==> src/sv/aip_pkg.sv <==
package aip_pkg;

	localparam int MAX_TOKEN_CHARS_DEF = 256;

	localparam int ADDR_W = 4;
	localparam int DATA_W = 32;

	localparam logic [1:0] REG_NUMBER_BASE   = 2'd0;
	localparam logic [1:0] REG_TARGET_BITS   = 2'd1;
	localparam logic [1:0] REG_TARGET_SIGNED = 2'd2;

	localparam logic [5:0] NUMBER_BASE_RST   = 6'd0;
	localparam logic [6:0] TARGET_BITS_RST   = 7'd32;
	localparam logic       TARGET_SIGNED_RST = 1'b1;

	localparam logic [2:0] ST_OK      = 3'd0;
	localparam logic [2:0] ST_INVALID = 3'd1;
	localparam logic [2:0] ST_OVER    = 3'd2;
	localparam logic [2:0] ST_UNDER   = 3'd3;
	localparam logic [2:0] ST_SIGNU   = 3'd4;

	localparam logic [1:0] WC_16 = 2'd0;
	localparam logic [1:0] WC_32 = 2'd1;
	localparam logic [1:0] WC_64 = 2'd2;

	localparam logic [7:0] CH_MINUS = 8'h2D;
	localparam logic [7:0] CH_PLUS  = 8'h2B;
	localparam logic [7:0] CH_ZERO  = 8'h30;
	localparam logic [7:0] CH_X_LO  = 8'h78;
	localparam logic [7:0] CH_X_UP  = 8'h58;

	localparam logic [5:0] BASE_HEX = 6'd16;
	localparam logic [5:0] BASE_OCT = 6'd8;
	localparam logic [5:0] BASE_DEC = 6'd10;
	localparam logic [5:0] BASE_MAX = 6'd36;
	localparam logic [5:0] NO_DIGIT = 6'd63;

	typedef struct packed {
		logic [7:0] char_code;
		logic       last_char;
	} char_item_t;

	typedef struct packed {
		logic [63:0] parsed_value;
		logic [2:0]  parse_status;
		logic [8:0]  chars_consumed;
	} result_item_t;

	typedef struct packed {
		logic [5:0] number_base;
		logic [6:0] target_bits;
		logic       target_signed;
	} cfg_t;

	function automatic logic [5:0] digit_of(input logic [7:0] c);
		logic [5:0] d;
		d = NO_DIGIT;
		if (c >= 8'h30 && c <= 8'h39) begin
			d = 6'(c - 8'h30);
		end else if (c >= 8'h61 && c <= 8'h7A) begin
			d = 6'(c - 8'h57);
		end else if (c >= 8'h41 && c <= 8'h5A) begin
			d = 6'(c - 8'h37);
		end
		return d;
	endfunction

	function automatic logic [5:0] base_or(input logic [5:0] nb, input logic [5:0] dflt);
		logic [5:0] b;
		if (nb == 6'd0) begin
			b = dflt;
		end else if (nb > BASE_MAX) begin
			b = BASE_MAX;
		end else begin
			b = nb;
		end
		return b;
	endfunction

	function automatic logic [1:0] width_code(input logic [6:0] tb);
		logic [1:0] w;
		if (tb == 7'd16) begin
			w = WC_16;
		end else if (tb == 7'd32) begin
			w = WC_32;
		end else begin
			w = WC_64;
		end
		return w;
	endfunction

	// largest magnitude the target can hold for the current sign
	function automatic logic [63:0] limit_of(input logic [1:0] wc, input logic sgn,
			input logic neg);
		logic [63:0] lim;
		case (wc)
			WC_16:   lim = sgn ? (neg ? 64'h8000 : 64'h7FFF) : 64'hFFFF;
			WC_32:   lim = sgn ? (neg ? 64'h8000_0000 : 64'h7FFF_FFFF) : 64'hFFFF_FFFF;
			default: lim = sgn ? (neg ? 64'h8000_0000_0000_0000 : 64'h7FFF_FFFF_FFFF_FFFF)
				: 64'hFFFF_FFFF_FFFF_FFFF;
		endcase
		return lim;
	endfunction

endpackage

==> src/sv/ascii_integer_parser_core.sv <==
// Character-serial integer parser. One character enters per item; the run of
// characters up to the item marked last_char holds one number, with an
// optional sign and, under base 0, a 0x (hex) or 0 (octal) prefix (0x also
// under base 16). When the parse stops, one result item carries the value
// (sign- or zero-extended to 64 bits), a status code and the count of
// characters consumed; characters after that up to last_char give no result.
// A new character is accepted every cycle unless the result side stalls.
// A character passes an input register, a parsing stage (a 64x6 multiply-add
// with a bound check against the target width), a sign and width finishing
// stage, and the result register. The user must write the registers through
// the APB port only while no item is in flight; the block does not enforce it.
module ascii_integer_parser_core #(
	parameter int MAX_TOKEN_CHARS = aip_pkg::MAX_TOKEN_CHARS_DEF
) (
	input  logic                          clk,
	input  logic                          arst_n,
	input  logic                          char_valid,
	output logic                          char_ready,
	input  aip_pkg::char_item_t           char_data,
	output logic                          result_valid,
	input  logic                          result_ready,
	output aip_pkg::result_item_t         result_data,
	input  logic                          psel,
	input  logic                          penable,
	input  logic                          pwrite,
	input  logic [aip_pkg::ADDR_W-1:0]    paddr,
	input  logic [aip_pkg::DATA_W-1:0]    pwdata,
	output logic [aip_pkg::DATA_W-1:0]    prdata,
	output logic                          pready
);

	localparam int CNT_BITS = $clog2(MAX_TOKEN_CHARS + 1);
	localparam int CW       = (CNT_BITS > 9) ? CNT_BITS : 9;
	localparam logic [CW:0] CNT_MAX = (CW + 1)'(MAX_TOKEN_CHARS);

	localparam logic [2:0] PH_START  = 3'd0;
	localparam logic [2:0] PH_SIGN   = 3'd1;
	localparam logic [2:0] PH_ZERO   = 3'd2;
	localparam logic [2:0] PH_X      = 3'd3;
	localparam logic [2:0] PH_DIGITS = 3'd4;

	aip_pkg::cfg_t cfg;

	assign pready = 1'b1;

	aip_cfg u_cfg (
		.clk     (clk),
		.arst_n  (arst_n),
		.psel    (psel),
		.penable (penable),
		.pwrite  (pwrite),
		.paddr   (paddr),
		.pwdata  (pwdata),
		.prdata  (prdata),
		.cfg     (cfg)
	);

	// handshake chain
	logic                res_valid_q;
	aip_pkg::result_item_t res_q;
	logic                valid_s1;
	aip_pkg::char_item_t item_s1;
	logic                valid_s2;
	logic [63:0]         acc_s2;
	logic                neg_s2;
	logic [2:0]          st_s2;
	logic [8:0]          cnt_s2;
	logic [1:0]          wc_s2;
	logic                sgn_s2;

	logic out_load;
	logic s2_ready;
	logic s1_fire;

	assign out_load   = !res_valid_q || result_ready;
	assign s2_ready   = !valid_s2 || out_load;
	assign s1_fire    = valid_s1 && s2_ready;
	assign char_ready = !valid_s1 || s2_ready;

	assign result_valid = res_valid_q;
	assign result_data  = res_q;

	always_ff @(posedge clk or negedge arst_n) begin
		if (!arst_n) begin
			valid_s1 <= 1'b0;
		end else if (char_ready) begin
			valid_s1 <= char_valid;
		end
	end

	always_ff @(posedge clk) begin
		if (char_ready && char_valid) begin
			item_s1 <= char_data;
		end
	end

	// token state
	logic [2:0]    phase_q;
	logic [63:0]   acc_q;
	logic          neg_q;
	logic [5:0]    base_q;
	logic [CW-1:0] cnt_q;
	logic          fin_q;

	logic [2:0]    phase_n;
	logic [63:0]   acc_n;
	logic          neg_n;
	logic [5:0]    base_n;
	logic [CW-1:0] cnt_n;
	logic          fin_n;

	logic          emit;
	logic [2:0]    st;
	logic [63:0]   rv;
	logic [CW-1:0] rc;

	logic [7:0]    c;
	logic          last;
	logic [5:0]    d;
	logic [1:0]    wc;
	logic [63:0]   lim;
	logic [5:0]    mul_b;
	logic [63:0]   mul_a;
	logic [70:0]   mac;
	logic          fits;
	logic [CW-1:0] cnt_inc1;
	logic [CW-1:0] cnt_inc2;
	logic [CW:0]   sum1;
	logic [CW:0]   sum2;

	assign c    = item_s1.char_code;
	assign last = item_s1.last_char;
	assign d    = aip_pkg::digit_of(c);
	assign wc   = aip_pkg::width_code(cfg.target_bits);
	assign lim  = aip_pkg::limit_of(wc, cfg.target_signed, neg_q);

	assign sum1     = {1'b0, cnt_q} + (CW + 1)'(1);
	assign sum2     = {1'b0, cnt_q} + (CW + 1)'(2);
	assign cnt_inc1 = (sum1 > CNT_MAX) ? CNT_MAX[CW-1:0] : sum1[CW-1:0];
	assign cnt_inc2 = (sum2 > CNT_MAX) ? CNT_MAX[CW-1:0] : sum2[CW-1:0];

	always_comb begin
		unique case (phase_q)
			PH_START, PH_SIGN: begin
				mul_b = aip_pkg::base_or(cfg.number_base, aip_pkg::BASE_DEC);
				mul_a = acc_q;
			end
			PH_ZERO: begin
				mul_b = aip_pkg::base_or(cfg.number_base, aip_pkg::BASE_OCT);
				mul_a = '0;
			end
			default: begin
				mul_b = (base_q == 6'd0) ? 6'd1 : base_q;
				mul_a = acc_q;
			end
		endcase
	end

	assign mac  = {7'd0, mul_a} * {65'd0, mul_b} + {65'd0, d};
	assign fits = mac <= {7'd0, lim};

	always_comb begin
		phase_n = phase_q;
		acc_n   = acc_q;
		neg_n   = neg_q;
		base_n  = base_q;
		cnt_n   = cnt_q;
		fin_n   = fin_q;
		emit    = 1'b0;
		st      = aip_pkg::ST_OK;
		rv      = '0;
		rc      = '0;

		if (!fin_q) begin
			unique case (phase_q)
				PH_START, PH_SIGN: begin
					if (phase_q == PH_START && c == aip_pkg::CH_MINUS && !cfg.target_signed) begin
						emit = 1'b1;
						st   = aip_pkg::ST_SIGNU;
					end else if (phase_q == PH_START
							&& (c == aip_pkg::CH_MINUS || c == aip_pkg::CH_PLUS)) begin
						neg_n   = (c == aip_pkg::CH_MINUS);
						cnt_n   = CW'(1);
						phase_n = PH_SIGN;
						if (last) begin
							emit = 1'b1;
							st   = aip_pkg::ST_INVALID;
						end
					end else if (c == aip_pkg::CH_ZERO) begin
						cnt_n   = cnt_inc1;
						phase_n = PH_ZERO;
						if (last) begin
							emit = 1'b1;
							rc   = cnt_inc1;
						end
					end else begin
						base_n = mul_b;
						if (d < mul_b && fits) begin
							acc_n   = mac[63:0];
							cnt_n   = cnt_inc1;
							phase_n = PH_DIGITS;
							if (last) begin
								emit = 1'b1;
								rv   = mac[63:0];
								rc   = cnt_inc1;
							end
						end else begin
							emit = 1'b1;
							st   = aip_pkg::ST_INVALID;
						end
					end
				end
				PH_ZERO: begin
					if (c == aip_pkg::CH_X_LO || c == aip_pkg::CH_X_UP) begin
						if (cfg.number_base != 6'd0 && cfg.number_base != aip_pkg::BASE_HEX) begin
							emit = 1'b1;
							rc   = cnt_q;
						end else begin
							base_n  = aip_pkg::BASE_HEX;
							phase_n = PH_X;
							if (last) begin
								emit = 1'b1;
								rc   = cnt_q;
							end
						end
					end else begin
						base_n = mul_b;
						acc_n  = '0;
						if (d < mul_b && fits) begin
							acc_n   = mac[63:0];
							cnt_n   = cnt_inc1;
							phase_n = PH_DIGITS;
							if (last) begin
								emit = 1'b1;
								rv   = mac[63:0];
								rc   = cnt_inc1;
							end
						end else begin
							emit = 1'b1;
							rc   = cnt_q;
						end
					end
				end
				PH_X: begin
					acc_n = '0;
					if (d < aip_pkg::BASE_HEX) begin
						acc_n   = {58'd0, d};
						cnt_n   = cnt_inc2;
						phase_n = PH_DIGITS;
						if (last) begin
							emit = 1'b1;
							rv   = {58'd0, d};
							rc   = cnt_inc2;
						end
					end else begin
						emit = 1'b1;
						rc   = cnt_q;
					end
				end
				default: begin
					if (d < base_q) begin
						if (!fits) begin
							emit = 1'b1;
							st   = neg_q ? aip_pkg::ST_UNDER : aip_pkg::ST_OVER;
						end else begin
							acc_n = mac[63:0];
							cnt_n = cnt_inc1;
							if (last) begin
								emit = 1'b1;
								rv   = mac[63:0];
								rc   = cnt_inc1;
							end
						end
					end else begin
						emit = 1'b1;
						rv   = acc_q;
						rc   = cnt_q;
					end
				end
			endcase
		end

		if (last) begin
			phase_n = PH_START;
			acc_n   = '0;
			neg_n   = 1'b0;
			base_n  = '0;
			cnt_n   = '0;
			fin_n   = 1'b0;
		end else if (emit) begin
			fin_n = 1'b1;
		end
	end

	always_ff @(posedge clk or negedge arst_n) begin
		if (!arst_n) begin
			phase_q <= PH_START;
			acc_q   <= '0;
			neg_q   <= 1'b0;
			base_q  <= '0;
			cnt_q   <= '0;
			fin_q   <= 1'b0;
		end else if (s1_fire) begin
			phase_q <= phase_n;
			acc_q   <= acc_n;
			neg_q   <= neg_n;
			base_q  <= base_n;
			cnt_q   <= cnt_n;
			fin_q   <= fin_n;
		end
	end

	always_ff @(posedge clk or negedge arst_n) begin
		if (!arst_n) begin
			valid_s2 <= 1'b0;
		end else if (s2_ready) begin
			valid_s2 <= s1_fire && emit;
		end
	end

	always_ff @(posedge clk) begin
		if (s1_fire && emit) begin
			acc_s2 <= rv;
			neg_s2 <= neg_q;
			st_s2  <= st;
			cnt_s2 <= rc[8:0];
			wc_s2  <= wc;
			sgn_s2 <= cfg.target_signed;
		end
	end

	// sign and width finishing
	logic [63:0] mag;
	logic [63:0] fin_val;

	assign mag = neg_s2 ? (64'd0 - acc_s2) : acc_s2;

	always_comb begin
		case (wc_s2)
			aip_pkg::WC_16: fin_val = {{48{sgn_s2 & mag[15]}}, mag[15:0]};
			aip_pkg::WC_32: fin_val = {{32{sgn_s2 & mag[31]}}, mag[31:0]};
			default:        fin_val = mag;
		endcase
	end

	always_ff @(posedge clk or negedge arst_n) begin
		if (!arst_n) begin
			res_valid_q <= 1'b0;
		end else if (out_load) begin
			res_valid_q <= valid_s2;
		end
	end

	always_ff @(posedge clk) begin
		if (out_load && valid_s2) begin
			res_q.parsed_value   <= fin_val;
			res_q.parse_status   <= st_s2;
			res_q.chars_consumed <= cnt_s2;
		end
	end

endmodule

==> src/sv/aip_cfg.sv <==
module aip_cfg (
	input  logic                          clk,
	input  logic                          arst_n,
	input  logic                          psel,
	input  logic                          penable,
	input  logic                          pwrite,
	input  logic [aip_pkg::ADDR_W-1:0]    paddr,
	input  logic [aip_pkg::DATA_W-1:0]    pwdata,
	output logic [aip_pkg::DATA_W-1:0]    prdata,
	output aip_pkg::cfg_t                 cfg
);

	aip_pkg::cfg_t cfg_q;
	logic          wr_en;
	logic [1:0]    reg_idx;

	assign wr_en   = psel & penable & pwrite;
	assign reg_idx = paddr[3:2];
	assign cfg     = cfg_q;

	always_ff @(posedge clk or negedge arst_n) begin
		if (!arst_n) begin
			cfg_q.number_base   <= aip_pkg::NUMBER_BASE_RST;
			cfg_q.target_bits   <= aip_pkg::TARGET_BITS_RST;
			cfg_q.target_signed <= aip_pkg::TARGET_SIGNED_RST;
		end else if (wr_en) begin
			unique case (reg_idx)
				aip_pkg::REG_NUMBER_BASE:   cfg_q.number_base   <= pwdata[5:0];
				aip_pkg::REG_TARGET_BITS:   cfg_q.target_bits   <= pwdata[6:0];
				aip_pkg::REG_TARGET_SIGNED: cfg_q.target_signed <= pwdata[0];
				default: ;
			endcase
		end
	end

	always_comb begin
		unique case (reg_idx)
			aip_pkg::REG_NUMBER_BASE:   prdata = {26'd0, cfg_q.number_base};
			aip_pkg::REG_TARGET_BITS:   prdata = {25'd0, cfg_q.target_bits};
			aip_pkg::REG_TARGET_SIGNED: prdata = {31'd0, cfg_q.target_signed};
			default:                    prdata = '0;
		endcase
	end

endmodule

==> config.mk <==
export PLATFORM = sky130hd
export DESIGN_NAME = ascii_integer_parser_core
export DESIGN_NICKNAME = d
export VERILOG_FILES = /design/src/sv/aip_pkg.sv /design/src/sv/ascii_integer_parser_core.sv /design/src/sv/aip_cfg.sv
export SDC_FILE = /design/constraint.sdc
export NUM_CORES = 2
export LEC_CHECK = 0
export BUFFER_PORTS_ARGS = -buffer_cell sky130_fd_sc_hd__buf_2
export CAP_MARGIN = 5
export CORE_ASPECT_RATIO = 1.2
export CORE_MARGIN = 2
export CORE_UTILIZATION = 50
export DETAILED_ROUTE_END_ITERATION = 10
export PLACE_DENSITY = 0.74
export SYNTH_ARGS = -nofsm -noshare
export SYNTH_HDL_FRONTEND = slang
export SYNTH_SLANG_ARGS = --single-unit
export TNS_END_PERCENT = 5
==> constraint.sdc <==
create_clock -name clk -period 38.9 [get_ports clk]
set_input_delay 1.945 -clock clk [delete_from_list [all_inputs] [get_ports clk]]
set_output_delay 1.945 -clock clk [all_outputs]
set_load 0.02 [all_outputs]
Word-level counts from Yosys, hierarchy flattened

Cells that the tools add are included.

Register bits after elaboration: 266
Latch bits: 0
Memory bits (writable): 0
Memory bits (read-only): 0
Input bits: 52
Output and inout bits: 111
Logic and storage cells: 235
Memories: 0

$add $sub $neg: 7
$mul: 1
Div/mod/pow operators: 0
$lt $le $gt $ge: 13
Equality and inequality tests: 24
Shifts and indexed selects: 0
Muxes and demuxes: 117
Bitwise logic cells: 4
Reductions and logical operators: 46

Operators with widths:

| kind                                                              | number |
|---|---|
| two-way mux 64 bit                                                | 22 |
| case mux 64 bit (3 select lines)                                  | 2 |
| case mux 64 bit (2 select lines)                                  | 2 |
| two-way mux 9 bit                                                 | 25 |
| two-way mux 6 bit                                                 | 17 |
| adder 70 x 6 -> 71 bit                                            | 1 |
| <= comparator 71 x 64 -> 1 bit                                    | 1 |
| multiplier 64 x 6 -> 70 bit                                       | 1 |
| two-way mux 32 bit                                                | 2 |
| subtractor 1 x 64 -> 64 bit, first input constant                 | 1 |
| case mux 9 bit (3 select lines)                                   | 2 |
| two-way mux 3 bit                                                 | 11 |
| two-way mux 16 bit                                                | 2 |
| == test 8 x 6 -> 1 bit, second input constant                     | 3 |
| case mux 6 bit (2 select lines)                                   | 2 |
| two-way mux 1 bit                                                 | 22 |
| case mux 7 bit (3 select lines)                                   | 1 |
| greater-than comparator 10 x 9 -> 1 bit, second input constant    | 2 |
| != test 3 bit, second input constant                              | 6 |
| == test 8 x 7 -> 1 bit, second input constant                     | 2 |
| greater-or-equal comparator 8 x 7 -> 1 bit, second input constant | 2 |
| <= comparator 8 x 7 -> 1 bit, second input constant               | 2 |
| AND reduction 7 bit                                               | 2 |
| logical AND 1 bit                                                 | 12 |
| other kinds (38)                                                  | 67 |

Logic depth before layout (Yosys ltp)

Word-level depth: 16
Mapped depth: 45

By module

Synthesis repeated with hierarchy kept, for this count alone.

Cells, all modules: 3,209
Area, all modules: 29,016.6 µm²

By module, submodules not included:

| module                    | times used | cells each | area an instance (µm²) | seq. area each (µm²) |
|---|---|---|---|---|
| ascii_integer_parser_core | 1          | 3,135      | 28,160.8               | 7,131.8 |
| aip_cfg                   | 1          | 74         | 855.8                  | 352.8 |

Least setup slack after synthesis

OpenSTA, ideal clock, no wires.

Kind: reg2reg
Start: reg phase_q[2]
End: reg acc_s2[0], enable pin
Arrival: 14,176 ps
Setup slack: 24,107 ps
Stages on the path, launching flop included: 42
Path buffers: 5
Period minus slack after synthesis: 14,793 ps
Path through: dfrtp_1 > clkbuf_8 > clkinv_1 > nand2_1 > nor2_1 > nor2_1 > a22oi_1 > inv_1 > clkbuf_1 > clkbuf_1 > nor2_1 > fa_1 > fa_1 > fa_1 > ha_1 > ha_1 > buf_2 > nand4_1 > (+6 left out) > a21oi_1 > o21ai_0 > xnor2_1 > inv_1 > ha_1 > nand4_1 > nor3_1 > nand3_1 > nor3_1 > a21o_2 > o31a_2 > a2111oi_4 > nand4_4 > nor2_4 > buf_2 > o211ai_1 > nand2_1 > nor3_1

Word-level cells in the longest chain between the ends: 14

Ends and longest elaborated chain:

| element                                                     | line                                                                                                 | RTL |
|---|---|---|
| start, declared                                             | ascii_integer_parser_core.sv:98                                                                      | `logic [2:0] phase_q;` |
| start signal, assigned                                      | ascii_integer_parser_core.sv:304                                                                     | `phase_q <= phase_n;` |
| == test 3 x 1 -> 1 bit or logical NOT 3 bit (tied branches) | ascii_integer_parser_core.sv:143, ascii_integer_parser_core.sv:175, ascii_integer_parser_core.sv:177 |  |
| OR reduction 2 bit                                          | ascii_integer_parser_core.sv:143, ascii_integer_parser_core.sv:175                                   |  |
| case mux 6 bit (2 select lines)                             | ascii_integer_parser_core.sv:143                                                                     | `unique case (phase_q)` |
| multiplier 64 x 6 -> 70 bit                                 | ascii_integer_parser_core.sv:159                                                                     | `assign mac = {7'd0, mul_a} * {65'd0, mul_b} + {65'd0, d};` |
| adder 70 x 6 -> 71 bit                                      | ascii_integer_parser_core.sv:159                                                                     |  |
| <= comparator 71 x 64 -> 1 bit                              | ascii_integer_parser_core.sv:160                                                                     | `assign fits = mac <= {7'd0, lim};` |
| logical AND 1 bit                                           | ascii_integer_parser_core.sv:198, ascii_integer_parser_core.sv:229                                   |  |
| two-way mux 1 bit                                           | ascii_integer_parser_core.sv:198                                                                     | `if (d < mul_b && fits) begin` |
| two-way mux 1 bit                                           | ascii_integer_parser_core.sv:189                                                                     | `end else if (c == aip_pkg::CH_ZERO) begin` |
| two-way mux 1 bit                                           | ascii_integer_parser_core.sv:180                                                                     | `end else if (phase_q == PH_START` |
| two-way mux 1 bit                                           | ascii_integer_parser_core.sv:177                                                                     | `if (phase_q == PH_START && c == aip_pkg::CH_MINUS && !cfg.target_signed) begin` |
| case mux 1 bit (3 select lines) *                           | ascii_integer_parser_core.sv:175                                                                     | `unique case (phase_q)` |
| two-way mux 1 bit *                                         | ascii_integer_parser_core.sv:174                                                                     | `if (!fin_q) begin` |
| logical AND 1 bit *                                         | ascii_integer_parser_core.sv:322                                                                     | `if (s1_fire && emit) begin` |
| end signal, assigned                                        | ascii_integer_parser_core.sv:323                                                                     | `acc_s2 <= rv;` |
| end, declared                                               | ascii_integer_parser_core.sv:64                                                                      | `logic [63:0] acc_s2;` |

Every way passes the cells marked *; elsewhere a longest branch is shown, timed or not.
A chain may end at the register's enable or synchronous reset.

Worst setup path after layout

Start: reg phase_q[2]
End: reg acc_s2[10], data pin

Word-level cells in the longest chain between the ends: 12

Ends and longest elaborated chain:

| element                                                     | line                                                                                                 | RTL |
|---|---|---|
| == test 3 x 1 -> 1 bit or logical NOT 3 bit (tied branches) | ascii_integer_parser_core.sv:143, ascii_integer_parser_core.sv:175, ascii_integer_parser_core.sv:177 |  |
| OR reduction 2 bit                                          | ascii_integer_parser_core.sv:143, ascii_integer_parser_core.sv:175                                   |  |
| case mux 6 bit (2 select lines)                             | ascii_integer_parser_core.sv:143                                                                     |  |
| multiplier 64 x 6 -> 70 bit                                 | ascii_integer_parser_core.sv:159                                                                     |  |
| adder 70 x 6 -> 71 bit                                      | ascii_integer_parser_core.sv:159                                                                     |  |
| <= comparator 71 x 64 -> 1 bit                              | ascii_integer_parser_core.sv:160                                                                     |  |
| logical AND 1 bit                                           | ascii_integer_parser_core.sv:198, ascii_integer_parser_core.sv:229                                   |  |
| two-way mux 64 bit                                          | ascii_integer_parser_core.sv:229                                                                     | `if (d < mul_b && fits) begin` |
| two-way mux 64 bit                                          | ascii_integer_parser_core.sv:189                                                                     |  |
| two-way mux 64 bit                                          | ascii_integer_parser_core.sv:180                                                                     |  |
| two-way mux 64 bit                                          | ascii_integer_parser_core.sv:177                                                                     |  |
| case mux 64 bit (3 select lines) *                          | ascii_integer_parser_core.sv:175                                                                     |  |

Marks and branches as above.

==> impl_metrics.yaml <==
outcome:
  outcome: "complete, no violations"
die:
  die_h_um: 269.1
  num_io_pins: 163
  fp.coreArea_um2: 58130
  die_area_um2: 60510
  initial_utilization: 0.5035
  rows: 97
  fp.dieW_um: 224.9
timing:
  fin_crit_sh: 0.3625
  report.final.slew_viol_count: 0
  tns_ps: 0
  rsz0062_at_grt: "false"
  period_minus_slack_ps: 14100
  finalSetupViolations: 0
  slew_headroom: 0.2848
  final_hold_viol_count: 0
  fmax_mhz: 70.92
  worstMarginPinSlew_ps: 1046
  fin_skew_ps: 33.10
clocking:
  cts_num_sinks: 266
  cts_setup_buffers: 0
  clock_latency_ps: 590
  tritoncts: "done"
  cts_buffer_depth: 3
  ctsHoldBuffers: 0
  clk_pin_slew_worst_paths_ps: 70
  cts_max_level: 1
  cts-root-buf: "clkbuf_16"
  cts_buffers: 26
  ctsResizeCount: 0
pwr:
  swShare: 0.5339
  leakagePower_nw: 13.70
  p_sw_mw: 1.225
  intPower_mw: 1.069
  combPwrFrac: 0.685
  vdd_drop_max_v: 0.00005004
  powerDensity_nw_per_um2: 74.35
  pwr-share-clk: 0.110
  seqPwrFrac: 0.205
route:
  vias: 24450
  drtPass1Iterations: 8
  drc: 0
  initialDrtViolationCount: 1982
  viasPerCell: 6.054
  detail_route.wl_per_cell_um: 19.52
  wl_mm: 78.80
  antenna_left: 0
cells_and_area:
  nets: 3818
  multi_input_area_um2: 19750
  drive_gt1_frac: 0.08434
  nFillCells: 5228
  syn_to_final_growth_pct: 5.398
  final_cells: 4038
  register_area_um2: 7485
  antenna_cells: 0
  postLayoutCellArea_um2: 30850
synthesis:
  yosysTopAreaCell: "fa_1"
  avgSynthCellArea_um2: 8.895
  synth_edf_count: 165
  yosys_most_used_dff: "edfxtp_1"
  yosys.cell_types.count: 107
  ys_seq_area_frac: 0.2557
  ys_ff_latch: 266
  syn-instance-count: 3291
  synth_most_common_cell: "nor2_1"
  yosys_warnings: 0
  synth_area_um2: 29270
  synthTopCellsByCount: "nor2_1 (398), nand2_1 (326), inv_1 (280)"
  synthTopCellsByArea: "fa_1 (17%), edfxtp_1 (17%), ha_1 (10%)"
  synth_top_area_share: 0.1723
  async_reset_ff_frac: 0.3797
critical_path:
  slowest_stage: "clkinv_1"
  crit_path_max_fanout: 59
  worst_ep_required_time_ps: 39270
  path_class: "reg -> reg"
  startpoint_type: "flip-flop"
  end_kind: "flip-flop"
  max_stage_delay_ps: 650
  critPathArrivalTime_ps: 14470
placement:
  gp_congestion: 0.9584
  dp_cells: 3990
  dp_hpwl_mm: 61.24
  io_buffers: 109
  placed_area_um2: 30010
grt:
  grt_max_degree: 84
  grt_pass1_wl_mm: 127.8
  grt_pass1_vias: 24030
  grt_use_total: 0.2637
  grt_overflow: 0
  antenna_found_initial: 1
job:
  max_cap_violations: 0
min_path:
  min_path_type: "reg -> reg"
metal layers:
metal,part of all wire,vias to the layer above,track usage
li1,-,11350,-
met1,0.40,11910,0.3328
met2,0.49,987,0.4577
met3,0.073,194,0.03334
met4,0.045,2,0.1095
met5,0.00015,-,0
placed cells by master (no fill, tap or decap), types with 62 or more instances in the layout:
cell      instances
dfrtp_1          99
edfxtp_1        165
a21oi_1         158
nand3_1         148
ha_1            238
xor2_1           71
a22o_1           62
nand2_1         326
nor2_1          398
buf_2           108
xnor2_1          68
inv_1           280
fa_1            252
o21ai_0         232
cell families after synthesis:
family	share of synthesized area
AOI/OAI and AO/OA	0.1658
other	0.0002565
buffers and inverters	0.07441
and+or+nand+nor	0.1759
muxes	0.01222
xor gates and xnor gates	0.04159
adders and majority gates	0.2741
DFF	0.2557
flip-flops by register name, indices dropped and copies added, names as in the netlist, 2 cells and up:
| name | flops |
|---|---|
| acc_s2 | 64 |
| result_data | 76 |
| st_s2 | 3 |
| wc_s2 | 2 |
| phase_q | 3 |
| u_cfg.cfg | 14 |
| cnt_s2 | 9 |
| cnt_q | 9 |
| c | 8 |
| acc_q | 64 |
| base_q | 6 |
critical path, delay by kind of cell (launching register included):
kind                     cells  cell delay, ps
adder cells (fa/ha/maj)      6            2550
AO/OA/AOI/OAI               12            3390
flip-flops                   1             340
buffers and inverters        6            2360
AND/OR/NAND/NOR             15            4960
XOR/XNOR                     1             220
worst paths after layout:
check,slack [ps],end,cells past startpoint,start
max reg2reg,24800,acc_s2[10]$_SDFFCE_PP0P_,40,phase_q[2]$_DFFE_PN0P_
max in group asynchronous,36210,acc_q[51]$_DFFE_PN0P_,2,arst_n
min,420,result_data[3]$_DFFE_PP_,0,cnt_s2[3]$_SDFFCE_PP0P_
max,24800,acc_s2[10]$_SDFFCE_PP0P_,40,phase_q[2]$_DFFE_PN0P_
min reg2reg,420,result_data[3]$_DFFE_PP_,0,cnt_s2[3]$_SDFFCE_PP0P_
min in group asynchronous,1390,u_cfg.cfg[7]$_DFFE_PN0P_,1,arst_n
final cells by class:
class                           instances  share of cell area
Tap cell                              742             0.03009
Sequential cell                       266              0.2426
Multi-Input combinational cell       2559              0.6400
Clock buffer                           32             0.02352
Inverter                              281             0.03419
Timing Repair Buffer                  142             0.02579
Clock inverter                         16            0.003812
power by group through the flow:
stage	clock network, mW	logic, mW	registers (mW)
6_report	0.252	1.57	0.470
5_1_grt	0.265	1.75	0.480
4_1_cts	0.257	1.56	0.468
3_5_place_dp	0	1.55	0.474
3_3_place_gp	0	1.52	0.471
2_1_floorplan	0	1.16	0.481
per-stage QoR:
step                      power (mW)  hold WS (ps)  setup WS (ps)  utilization
after floorplan                1.646         400.3          24110            -
after global placement         1.994         401.9          25060       0.5162
after detailed placement       2.022         404.5          25050       0.5162
after CTS                      2.285         419.7          25010       0.5307
after global routing           2.496         427.4          24300       0.5307
final                          2.294         418.2          24800       0.5307
Note: power is estimated with default switching activity, not from simulation.
